--- src/rtl/cxa_pkg.sv ---
// Shared constants, action codes and lane control type for the complex
// accumulator ALU. No dependencies.
package cxa_pkg;

   // Fixed-point format: signed 32-bit words, FRAC_BITS fractional bits
   localparam int DATA_W    = 32;
   localparam int FRAC_BITS = 16;

   // Exact sum of two 32x32 products, with headroom
   localparam int SUM_W = 2 * DATA_W + 2;
   // Unsigned divisor c*c + d*d and numerator magnitude
   localparam int DEN_W = 2 * DATA_W;

   // One multiplier bit per cycle, one quotient bit per cycle
   localparam int STEPS = DATA_W;
   localparam int CNT_W = $clog2(STEPS);

   // Action codes
   localparam logic [2:0] ACT_LOAD = 3'd0;
   localparam logic [2:0] ACT_ADD  = 3'd1;
   localparam logic [2:0] ACT_SUB  = 3'd2;
   localparam logic [2:0] ACT_MUL  = 3'd3;
   localparam logic [2:0] ACT_DIV  = 3'd4;

   // Sequencer control shared by the serial lanes
   typedef struct packed {
      logic start;   // load operands, clear partial result
      logic step;    // advance one bit
      logic last;    // this step handles the top (sign) bit
   } lane_ctl_type;

endpackage

--- src/rtl/cxa_mac_lane.sv ---
// Bit-serial signed sum of two products: a*x +/- b*y, one multiplier bit per
// cycle while ctl.step is high. Depends on cxa_pkg.
module cxa_mac_lane (
   input  logic                                  clock,
   input  cxa_pkg::lane_ctl_type                 ctl,
   input  logic signed [cxa_pkg::DATA_W-1:0]     mcand_a,
   input  logic signed [cxa_pkg::DATA_W-1:0]     mplr_a,
   input  logic signed [cxa_pkg::DATA_W-1:0]     mcand_b,
   input  logic signed [cxa_pkg::DATA_W-1:0]     mplr_b,
   input  logic                                  neg_b,
   output logic signed [cxa_pkg::SUM_W-1:0]      sum
);

   logic signed [cxa_pkg::SUM_W-1:0]  mca_ff, mca_in, mcb_ff, mcb_in;
   logic        [cxa_pkg::DATA_W-1:0] mpa_ff, mpa_in, mpb_ff, mpb_in;
   logic signed [cxa_pkg::SUM_W-1:0]  sum_ff, sum_in;
   logic                              negb_ff, negb_in;
   logic signed [cxa_pkg::SUM_W-1:0]  term_a, term_b, part;

   // Add or subtract the selected partial products; the top bit weighs negative
   always_comb begin
      term_a = mpa_ff[0] ? mca_ff : '0;
      term_b = mpb_ff[0] ? mcb_ff : '0;
      part   = ctl.last ? (sum_ff - term_a) : (sum_ff + term_a);
      mca_in = mca_ff;
      mcb_in = mcb_ff;
      mpa_in = mpa_ff;
      mpb_in = mpb_ff;
      sum_in = sum_ff;
      negb_in = negb_ff;
      if (ctl.start) begin
         mca_in  = {{(cxa_pkg::SUM_W-cxa_pkg::DATA_W){mcand_a[cxa_pkg::DATA_W-1]}}, mcand_a};
         mcb_in  = {{(cxa_pkg::SUM_W-cxa_pkg::DATA_W){mcand_b[cxa_pkg::DATA_W-1]}}, mcand_b};
         mpa_in  = mplr_a;
         mpb_in  = mplr_b;
         sum_in  = '0;
         negb_in = neg_b;
      end else if (ctl.step) begin
         sum_in = (negb_ff ^ ctl.last) ? (part - term_b) : (part + term_b);
         mca_in = mca_ff <<< 1;
         mcb_in = mcb_ff <<< 1;
         mpa_in = mpa_ff >> 1;
         mpb_in = mpb_ff >> 1;
      end
   end

   always_ff @(posedge clock) begin
      mca_ff  <= mca_in;
      mcb_ff  <= mcb_in;
      mpa_ff  <= mpa_in;
      mpb_ff  <= mpb_in;
      sum_ff  <= sum_in;
      negb_ff <= negb_in;
   end

   assign sum = sum_ff;

endmodule

--- src/rtl/cxa_div_lane.sv ---
// Restoring bit-serial divider: trunc(num * 2^FRAC_BITS / den), clipped to
// 32 bits, one quotient bit per cycle while ctl.step is high. Depends on cxa_pkg.
module cxa_div_lane (
   input  logic                                  clock,
   input  cxa_pkg::lane_ctl_type                 ctl,
   input  logic signed [cxa_pkg::SUM_W-1:0]      num,
   input  logic        [cxa_pkg::DEN_W-1:0]      den,
   output logic signed [cxa_pkg::DATA_W-1:0]     quot,
   output logic                                  sat
);

   localparam int DW = cxa_pkg::DATA_W;
   localparam int NW = cxa_pkg::DEN_W;

   logic [NW-1:0] rem_ff, rem_in, den_ff, den_in;
   logic [DW-1:0] low_ff, low_in, q_ff, q_in;
   logic          neg_ff, neg_in, ovf_ff, ovf_in;

   logic          num_neg;
   logic [NW-1:0] mag, mag_sh, rem0;
   logic [NW:0]   trial, diff;
   logic [DW:0]   qmag;

   // Split the numerator into sign and magnitude; high part seeds the remainder
   always_comb begin
      num_neg = num[cxa_pkg::SUM_W-1];
      mag     = num_neg ? NW'(-num) : NW'(num);
      rem0    = mag >> (DW - cxa_pkg::FRAC_BITS);
      mag_sh  = mag << cxa_pkg::FRAC_BITS;
      trial   = {rem_ff, low_ff[DW-1]};
      diff    = trial - {1'b0, den_ff};
   end

   // Shift in one dividend bit, subtract where it fits
   always_comb begin
      rem_in = rem_ff;
      den_in = den_ff;
      low_in = low_ff;
      q_in   = q_ff;
      neg_in = neg_ff;
      ovf_in = ovf_ff;
      if (ctl.start) begin
         rem_in = rem0;
         den_in = den;
         low_in = mag_sh[DW-1:0];
         q_in   = '0;
         neg_in = num_neg;
         ovf_in = (rem0 >= den);
      end else if (ctl.step) begin
         low_in = low_ff << 1;
         if (trial >= {1'b0, den_ff}) begin
            rem_in = diff[NW-1:0];
            q_in   = {q_ff[DW-2:0], 1'b1};
         end else begin
            rem_in = trial[NW-1:0];
            q_in   = {q_ff[DW-2:0], 1'b0};
         end
      end
   end

   always_ff @(posedge clock) begin
      rem_ff <= rem_in;
      den_ff <= den_in;
      low_ff <= low_in;
      q_ff   <= q_in;
      neg_ff <= neg_in;
      ovf_ff <= ovf_in;
   end

   // Apply sign and clip to the 32-bit range
   always_comb begin
      qmag = ovf_ff ? {1'b1, {DW{1'b0}}} : {1'b0, q_ff};
      if (neg_ff) begin
         sat  = qmag > {2'b01, {(DW-1){1'b0}}};
         quot = sat ? {1'b1, {(DW-1){1'b0}}} : DW'(-qmag);
      end else begin
         sat  = qmag > {2'b00, {(DW-1){1'b1}}};
         quot = sat ? {1'b0, {(DW-1){1'b1}}} : qmag[DW-1:0];
      end
   end

endmodule

--- src/rtl/complex_accumulator_alu.sv ---
// Complex accumulator ALU, signed Q16.16: acc = acc op operand per request.
// Request channel req_*: tdata carries action, operand real and imaginary part.
// Response channel rsp_*: tdata carries the updated accumulator, tuser the
// divide-by-zero and saturated flags. One response per request.
// Path from the accepting edge to response valid: load, add, subtract, unused
// actions and a zero divisor go straight to S_FIN; multiply first runs 32
// serial multiplier steps; divide runs 32 multiplier steps, the S_DLOAD state
// that loads the serial dividers, then 32 divider steps; S_FIN then writes the
// output register once it is free. One request is in work at a time and
// req_tready is high only while idle, so the next waits until S_FIN is left.
// A response stays in its output register until taken; the next request is
// accepted meanwhile and its result waits at the end of its work until the
// output register is free.
// Reset (synchronous, active high) clears the accumulator to zero and drops
// any pending response.
// Depends on cxa_pkg, cxa_mac_lane, cxa_div_lane.
module complex_accumulator_alu (
   input  logic        clock,
   input  logic        reset,
   input  logic        req_tvalid,
   output logic        req_tready,
   input  logic [71:0] req_tdata,    // [2:0] action, [34:3] operand_real,
                                     // [66:35] operand_imag, [71:67] zero
   output logic        rsp_tvalid,
   input  logic        rsp_tready,
   output logic [63:0] rsp_tdata,    // [31:0] result_real, [63:32] result_imag
   output logic [1:0]  rsp_tuser     // [0] divide_by_zero, [1] saturated
);

   localparam int DW = cxa_pkg::DATA_W;

   typedef enum logic [2:0] {S_IDLE, S_MAC, S_DLOAD, S_DIV, S_FIN} state_type;

   typedef struct packed {
      logic signed [DW-1:0] value;
      logic                 sat;
   } clip_type;

   state_type state_ff, state_in;
   logic [cxa_pkg::CNT_W-1:0] cnt_ff, cnt_in;
   logic [2:0]           act_ff, act_in;
   logic signed [DW-1:0] opr_ff, opr_in, opi_ff, opi_in;
   logic signed [DW-1:0] accr_ff, accr_in, acci_ff, acci_in;
   logic                 dz_ff, dz_in;
   logic                 rvld_ff, rvld_in;
   logic signed [DW-1:0] rre_ff, rre_in, rim_ff, rim_in;
   logic                 rdz_ff, rdz_in, rsat_ff, rsat_in;

   logic [2:0]           req_act;
   logic signed [DW-1:0] req_re, req_im;
   logic                 req_take, out_free, is_div;
   cxa_pkg::lane_ctl_type mac_ctl, div_ctl;
   logic signed [cxa_pkg::SUM_W-1:0] sum_re, sum_im, sum_den;
   logic signed [DW-1:0] ma_re, mb_re, ma_im, mb_im, xa_im, xb_im;
   logic signed [DW-1:0] dq_re, dq_im;
   logic                 dsat_re, dsat_im;
   clip_type             c_re, c_im;
   logic signed [DW-1:0] new_re, new_im;
   logic                 new_sat;

   function automatic clip_type clip_add(input logic signed [DW-1:0] a,
                                         input logic signed [DW-1:0] b,
                                         input logic sub);
      logic signed [DW:0] s;
      clip_type r;
      s = sub ? ({a[DW-1], a} - {b[DW-1], b}) : ({a[DW-1], a} + {b[DW-1], b});
      r.sat   = s[DW] != s[DW-1];
      r.value = r.sat ? {s[DW], {(DW-1){~s[DW]}}} : s[DW-1:0];
      return r;
   endfunction

   function automatic clip_type clip_prod(input logic signed [cxa_pkg::SUM_W-1:0] v);
      logic signed [cxa_pkg::SUM_W-1:0] f;
      clip_type r;
      f = v >>> cxa_pkg::FRAC_BITS;
      r.sat   = !((&f[cxa_pkg::SUM_W-1:DW-1]) || !(|f[cxa_pkg::SUM_W-1:DW-1]));
      r.value = r.sat ? {f[cxa_pkg::SUM_W-1], {(DW-1){~f[cxa_pkg::SUM_W-1]}}}
                      : f[DW-1:0];
      return r;
   endfunction

   assign req_act  = req_tdata[2:0];
   assign req_re   = req_tdata[34:3];
   assign req_im   = req_tdata[66:35];
   assign req_tready = (state_ff == S_IDLE);
   assign req_take = req_tvalid && req_tready;
   assign out_free = !rvld_ff || rsp_tready;
   assign is_div   = (req_act == cxa_pkg::ACT_DIV);

   // Lane operand routing: multiply vs. divide numerators
   always_comb begin
      ma_re = accr_ff;
      mb_re = acci_ff;
      ma_im = is_div ? acci_ff : accr_ff;
      xa_im = is_div ? req_re  : req_im;
      mb_im = is_div ? accr_ff : acci_ff;
      xb_im = is_div ? req_im  : req_re;
   end

   // Lane sequencing; the dividers load once the products are complete
   always_comb begin
      mac_ctl.start = req_take;
      mac_ctl.step  = (state_ff == S_MAC);
      mac_ctl.last  = (state_ff == S_MAC) && (cnt_ff == cxa_pkg::CNT_W'(cxa_pkg::STEPS-1));
      div_ctl.start = (state_ff == S_DLOAD);
      div_ctl.step  = (state_ff == S_DIV);
      div_ctl.last  = (state_ff == S_DIV) && (cnt_ff == cxa_pkg::CNT_W'(cxa_pkg::STEPS-1));
   end

   cxa_mac_lane u_mac_re (
      .clock, .ctl(mac_ctl),
      .mcand_a(ma_re), .mplr_a(req_re), .mcand_b(mb_re), .mplr_b(req_im),
      .neg_b(!is_div), .sum(sum_re)
   );

   cxa_mac_lane u_mac_im (
      .clock, .ctl(mac_ctl),
      .mcand_a(ma_im), .mplr_a(xa_im), .mcand_b(mb_im), .mplr_b(xb_im),
      .neg_b(is_div), .sum(sum_im)
   );

   cxa_mac_lane u_mac_den (
      .clock, .ctl(mac_ctl),
      .mcand_a(req_re), .mplr_a(req_re), .mcand_b(req_im), .mplr_b(req_im),
      .neg_b(1'b0), .sum(sum_den)
   );

   cxa_div_lane u_div_re (
      .clock, .ctl(div_ctl), .num(sum_re),
      .den(sum_den[cxa_pkg::DEN_W-1:0]), .quot(dq_re), .sat(dsat_re)
   );

   cxa_div_lane u_div_im (
      .clock, .ctl(div_ctl), .num(sum_im),
      .den(sum_den[cxa_pkg::DEN_W-1:0]), .quot(dq_im), .sat(dsat_im)
   );

   // Form the new accumulator value for the item in work
   always_comb begin
      c_re    = clip_prod(sum_re);
      c_im    = clip_prod(sum_im);
      new_re  = accr_ff;
      new_im  = acci_ff;
      new_sat = 1'b0;
      case (act_ff)
         cxa_pkg::ACT_LOAD: begin
            new_re = opr_ff;
            new_im = opi_ff;
         end
         cxa_pkg::ACT_ADD, cxa_pkg::ACT_SUB: begin
            c_re    = clip_add(accr_ff, opr_ff, act_ff == cxa_pkg::ACT_SUB);
            c_im    = clip_add(acci_ff, opi_ff, act_ff == cxa_pkg::ACT_SUB);
            new_re  = c_re.value;
            new_im  = c_im.value;
            new_sat = c_re.sat || c_im.sat;
         end
         cxa_pkg::ACT_MUL: begin
            new_re  = c_re.value;
            new_im  = c_im.value;
            new_sat = c_re.sat || c_im.sat;
         end
         cxa_pkg::ACT_DIV: begin
            if (!dz_ff) begin
               new_re  = dq_re;
               new_im  = dq_im;
               new_sat = dsat_re || dsat_im;
            end
         end
         default: begin
            new_sat = 1'b0;
         end
      endcase
   end

   // Sequencer and output register
   always_comb begin
      state_in = state_ff;
      cnt_in   = cnt_ff;
      act_in   = act_ff;
      opr_in   = opr_ff;
      opi_in   = opi_ff;
      dz_in    = dz_ff;
      accr_in  = accr_ff;
      acci_in  = acci_ff;
      rvld_in  = rvld_ff && !rsp_tready;
      rre_in   = rre_ff;
      rim_in   = rim_ff;
      rdz_in   = rdz_ff;
      rsat_in  = rsat_ff;
      case (state_ff)
         S_IDLE: begin
            if (req_take) begin
               act_in = req_act;
               opr_in = req_re;
               opi_in = req_im;
               dz_in  = is_div && (req_re == '0) && (req_im == '0);
               cnt_in = '0;
               if ((req_act == cxa_pkg::ACT_MUL) ||
                   (is_div && !((req_re == '0) && (req_im == '0)))) begin
                  state_in = S_MAC;
               end else begin
                  state_in = S_FIN;
               end
            end
         end
         S_MAC: begin
            cnt_in = cnt_ff + 1'b1;
            if (mac_ctl.last) begin
               state_in = (act_ff == cxa_pkg::ACT_DIV) ? S_DLOAD : S_FIN;
            end
         end
         S_DLOAD: begin
            cnt_in   = '0;
            state_in = S_DIV;
         end
         S_DIV: begin
            cnt_in = cnt_ff + 1'b1;
            if (div_ctl.last) begin
               state_in = S_FIN;
            end
         end
         S_FIN: begin
            if (out_free) begin
               accr_in  = new_re;
               acci_in  = new_im;
               rvld_in  = 1'b1;
               rre_in   = new_re;
               rim_in   = new_im;
               rdz_in   = dz_ff;
               rsat_in  = new_sat;
               state_in = S_IDLE;
            end
         end
         default: begin
            state_in = S_IDLE;
         end
      endcase
   end

   always_ff @(posedge clock) begin
      if (reset) begin
         state_ff <= S_IDLE;
         rvld_ff  <= 1'b0;
         accr_ff  <= '0;
         acci_ff  <= '0;
      end else begin
         state_ff <= state_in;
         rvld_ff  <= rvld_in;
         accr_ff  <= accr_in;
         acci_ff  <= acci_in;
      end
      cnt_ff  <= cnt_in;
      act_ff  <= act_in;
      opr_ff  <= opr_in;
      opi_ff  <= opi_in;
      dz_ff   <= dz_in;
      rre_ff  <= rre_in;
      rim_ff  <= rim_in;
      rdz_ff  <= rdz_in;
      rsat_ff <= rsat_in;
   end

   assign rsp_tvalid = rvld_ff;
   assign rsp_tdata  = {rim_ff, rre_ff};
   assign rsp_tuser  = {rsat_ff, rdz_ff};

endmodule
--- config.mk ---
export PLATFORM = sky130hd
export DESIGN_NAME = complex_accumulator_alu
export DESIGN_NICKNAME = d
export VERILOG_FILES = /design/src/rtl/cxa_pkg.sv /design/src/rtl/cxa_mac_lane.sv /design/src/rtl/cxa_div_lane.sv /design/src/rtl/complex_accumulator_alu.sv
export SDC_FILE = /design/constraint.sdc
export NUM_CORES = 2
export LEC_CHECK = 0
export BUFFER_PORTS_ARGS = -buffer_cell sky130_fd_sc_hd__buf_2
export CAP_MARGIN = 0
export CORE_ASPECT_RATIO = 2
export CORE_UTILIZATION = 35
export DETAILED_ROUTE_END_ITERATION = 10
export GPL_TIMING_DRIVEN = 0
export SLEW_MARGIN = 15
export SYNTH_ARGS = -nofsm -noshare
export SYNTH_HDL_FRONTEND = slang
export SYNTH_SLANG_ARGS = --single-unit
--- constraint.sdc ---
create_clock -name clock -period 9.69 [get_ports clock]
set_input_delay 0.969 -clock clock [delete_from_list [all_inputs] [get_ports clock]]
set_output_delay 0.969 -clock clock [all_outputs]
set_load 0.005 [all_outputs]
==> impl_metrics.sql <==
INSERT INTO impl_metrics (metric_group, metric, value, unit) VALUES
('yosys', 'synth.mux.area_fraction', '0.494', '%'),
('pwr', 'power_report.internal_total', '15.4', 'mW'),
('yosys', 'synth.yosys.seq_area_share', '32.0', '%'),
('die', 'dieArea', '296000', 'sq um'),
('sta', 'rsz0062_at_grt', 'yes', ''),
('sta', 'setup_tns', '-0.00740', 'ns'),
('clock_network', 'ctsHtreeMaxLevel', '4', ''),
('drt', 'count_of_nets_left_with_antenna_violations_after_detail_routing', '0', ''),
('drt', 'vias_post_dr', '110860', ''),
('yosys', 'mappedNetlistArea', '103000', 'sq um'),
('pwr', 'power.switching_fraction', '50.9', '%'),
('pwr', 'peak_vdd_ir', '0.154', 'mV'),
('yosys', 'synth-async-reset-ratio', '0', '%'),
('yosys', 'synth_fp_nets', '13952', ''),
('yosys', 'yosysWarningCount', '0', ''),
('yosys', 'post_synth_fa_ha_maj_area_fraction', '8.59', '%'),
('yosys', 'synth_unique_cells', '103', ''),
('drt', 'post-route-drc-count', '0', ''),
('sta', 'final-setup-viol-count', '1', ''),
('sta', 'drv_slew', '0', ''),
('pwr', 'p_switching', '16.0', 'mW'),
('placement', 'place_inst', '17173', ''),
('yosys', 'edff_count_synth', '857', ''),
('final_layout', 'fraction_of_final_layout_cells_sized_beyond_drive_strength_1', '6.02', '%'),
('critical_path', 'worst_ep_required_time', '10.47', 'ns'),
('die', 'standard_cell_row_count', '281', ''),
('global_route', 'grt_max_degree', '116', ''),
('placement', 'place.gp.congestion', '1.09', ''),
('yosys', 'synth.avg_cell_area', '7.80', 'sq um'),
('yosys', 'most_instantiated_flip_flop_cell_in_the_synthesis_netlist', 'edfxtp_1', ''),
('critical_path', 'crit_arrival', '10.47', 'ns'),
('yosys', 'synth_compound_area_share', '24.6', '%'),
('critical_path', 'crit_start', 'u_mac_re.mpb_ff[0]', ''),
('global_route', 'gr-total-overflow', '0', ''),
('die', 'core_area', '293000', 'sq um'),
('run_status', 'violations', 'negative setup slack', ''),
('die', 'floorplan.die.width', '385', 'um'),
('final_layout', 'areaGrowthSynthToFinish', '12.4', '%'),
('clock_network', 'cts_sinks', '1217', ''),
('worst_hold_path', 'whs_path_depth', '1', ''),
('critical_path', 'critical_path.reg2reg.startpoint', 'u_mac_re.mpb_ff[0]', ''),
('sta', 'worstMarginPinSlew', '1.48', 'ns'),
('clock_network', 'cts_tree', 'done', ''),
('clock_network', 'worst_setup_hold_path_clk_slew', '0.08', 'ns'),
('clock_network', 'cts-buffers-inserted', '144', ''),
('pwr', 'share_clk_of_total_power', '18.6', '%'),
('die', 'die_h', '768', 'um'),
('drt', 'routedWlPerCell', '36.7', 'um'),
('clock_network', 'holdBufCountCts', '0', ''),
('global_route', 'antenna_found_initial', '85', ''),
('placement', 'place.port_buffers', '137', ''),
('run_status', 'run_status', 'finished, violations left', ''),
('critical_path', 'cp_slowest_stage_delay', '0.59', 'ns'),
('sta', 'max_transition_margin', '1.06', '%'),
('sta', 'final-hold-violation-count', '0', ''),
('sta', 'final_critical_path_setup_slack', '-0.00740', 'ns'),
('clock_network', 'clock_latency', '0.94', 'ns'),
('worst_hold_path', 'min-delay-path-class', 'input port to register', ''),
('critical_path', 'ff2ff_setup_slack', '-0.007', 'ns'),
('global_route', 'first_global_vias', '108780', ''),
('critical_path', 'criticalPathCategory', 'register to register', ''),
('drt', 'detail_route.iter0.violations', '11085', ''),
('clock_network', 'cts_root_buffer', 'clkbuf_16', ''),
('placement', 'pre_cts_slack', '-7.38', 'ns'),
('global_route', 'overall_global_routing_usage', '42.3', '%'),
('yosys', 'synth-xor-area-share', '8.21', '%'),
('drt', 'routed_wl', '643000', 'um'),
('pwr', 'totalPowerFinal', '31.4', 'mW'),
('pwr', 'power_frac_seq', '25.1', '%'),
('pwr', 'powerDensity', '272', 'nW/um^2'),
('critical_path', 'instance_count_on_the_critical_path', '28', '');
## flip-flops by register name, summed over array words and instances (netlist names), 64 cells and up
name / count
u_mac_im.mca_ff: 66
u_mac_den.mcb_ff: 64
u_mac_re.mca_ff: 66
u_mac_re.sum: 66
u_mac_im.mcb_ff: 66
u_div_im.rem_ff: 64
u_mac_den.sum: 64
u_mac_den.mca_ff: 64
u_mac_im.sum: 66
u_div_im.den_ff: 64
u_mac_re.mcb_ff: 66
u_div_re.rem_ff: 64
## metrics by stage
step / util, % / instance area (sq um) / hold slack [ns]
after floorplan: - / 103000 / 0.406
after global placement: 37.0 / 108000 / 0.417
after detailed placement: 37.4 / 109000 / 0.427
after CTS: 39.3 / 115000 / 0.281
after global routing: 39.5 / 115000 / 0.296
final: 39.5 / 116000 / 0.291
## Yosys cell counts, types with 54 or more instances
| library cell | count | area, sq um |
|---|---|---|
| a211oi_1 | 110 | 826 |
| a21o_1 | 439 | 3300 |
| a21oi_1 | 1347 | 6740 |
| a31oi_1 | 242 | 1510 |
| and2_1 | 61 | 382 |
| and3_1 | 77 | 482 |
| buf_1 | 54 | 203 |
| clkbuf_1 | 682 | 2560 |
| dfxtp_1 | 360 | 7210 |
| edfxtp_1 | 857 | 25700 |
| ha_1 | 690 | 8630 |
| inv_1 | 352 | 1320 |
| nand2_1 | 2449 | 9190 |
| nand2b_1 | 136 | 851 |
| nand3_1 | 290 | 1450 |
| nand4_1 | 205 | 1280 |
| nor2_1 | 1076 | 4040 |
| nor2b_1 | 115 | 719 |
| nor3_1 | 201 | 1010 |
| nor4_1 | 120 | 751 |
| o211ai_1 | 121 | 908 |
| o21a_1 | 102 | 766 |
| o21ai_0 | 937 | 4690 |
| o21bai_1 | 127 | 953 |
| o31ai_1 | 141 | 1060 |
| o41ai_1 | 74 | 648 |
| or3_1 | 112 | 701 |
| or4_1 | 72 | 541 |
| xnor2_1 | 564 | 4940 |
| xor2_1 | 391 | 3420 |
## cell type report
cell class | instances | area (sq um)
Buffer | 734 | 3130
Clock buffer | 187 | 4000
Antenna cell | 55 | 138
Fill cell | 31055 | 177000
Timing Repair Buffer | 218 | 1890
Sequential cell | 1217 | 32900
Inverter | 356 | 1350
Clock inverter | 66 | 674
Tap cell | 3820 | 4780
Multi-Input combinational cell | 10850 | 66700
## layout by cell type (no fill, tap or decap), types with 230 or more instances in the layout
cell,instances
edfxtp_1,857
clkbuf_1,594
a21o_1,439
a31oi_1,230
dfxtp_1,356
a21oi_1,1334
nor2_1,1071
nand2_1,2444
xor2_1,385
o21ai_0,925
xnor2_1,550
nand3_1,288
inv_1,351
ha_1,678
## routing by layer
layer,vias up,routed length [um],track usage [%]
met5,-,329,0.0661
met4,44,96100,51.8
met3,2708,47300,9.88
met2,5873,303000,70.8
met1,53690,195000,38.6
li1,48545,-,-
## repair_timing
| item | CTS | global route |
|---|---|---|
| endpoints found under the setup margin | 177 | 56 |
| pin swaps | 16 | 21 |
| gates resized for setup | 193 | 73 |
| buffers inserted | 15 | 23 |
| cloned | 0 | 0 |
## path summary, 6_finish.rpt
| check | end |
|---|---|
| max | u_mac_re.sum[64] |
| min | act_ff[1] |
| max reg2reg | u_mac_re.sum[64] |
| min reg2reg | u_div_re.neg_ff |
## power groups by stage
stage               registers [mW]  logic [mW]  clock network [mW]
finish                        7.89        17.7                5.84
global route                  7.83        18.7                5.99
CTS                           7.76        17.0                5.84
detailed placement            7.87        16.6                   0
global placement              7.97        16.6                   0
floorplan                     7.01        10.9                   0
## cells by family after synthesis
family / after synthesis
AND/OR/NAND/NOR: 5061
XOR/XNOR: 958
flip-flops: 1217
adder cells (fa/ha/maj): 700
AO/OA/AOI/OAI: 4082
buffers and inverters: 1109
multiplexers: 49
Note: power is estimated with default switching activity, not from simulation.
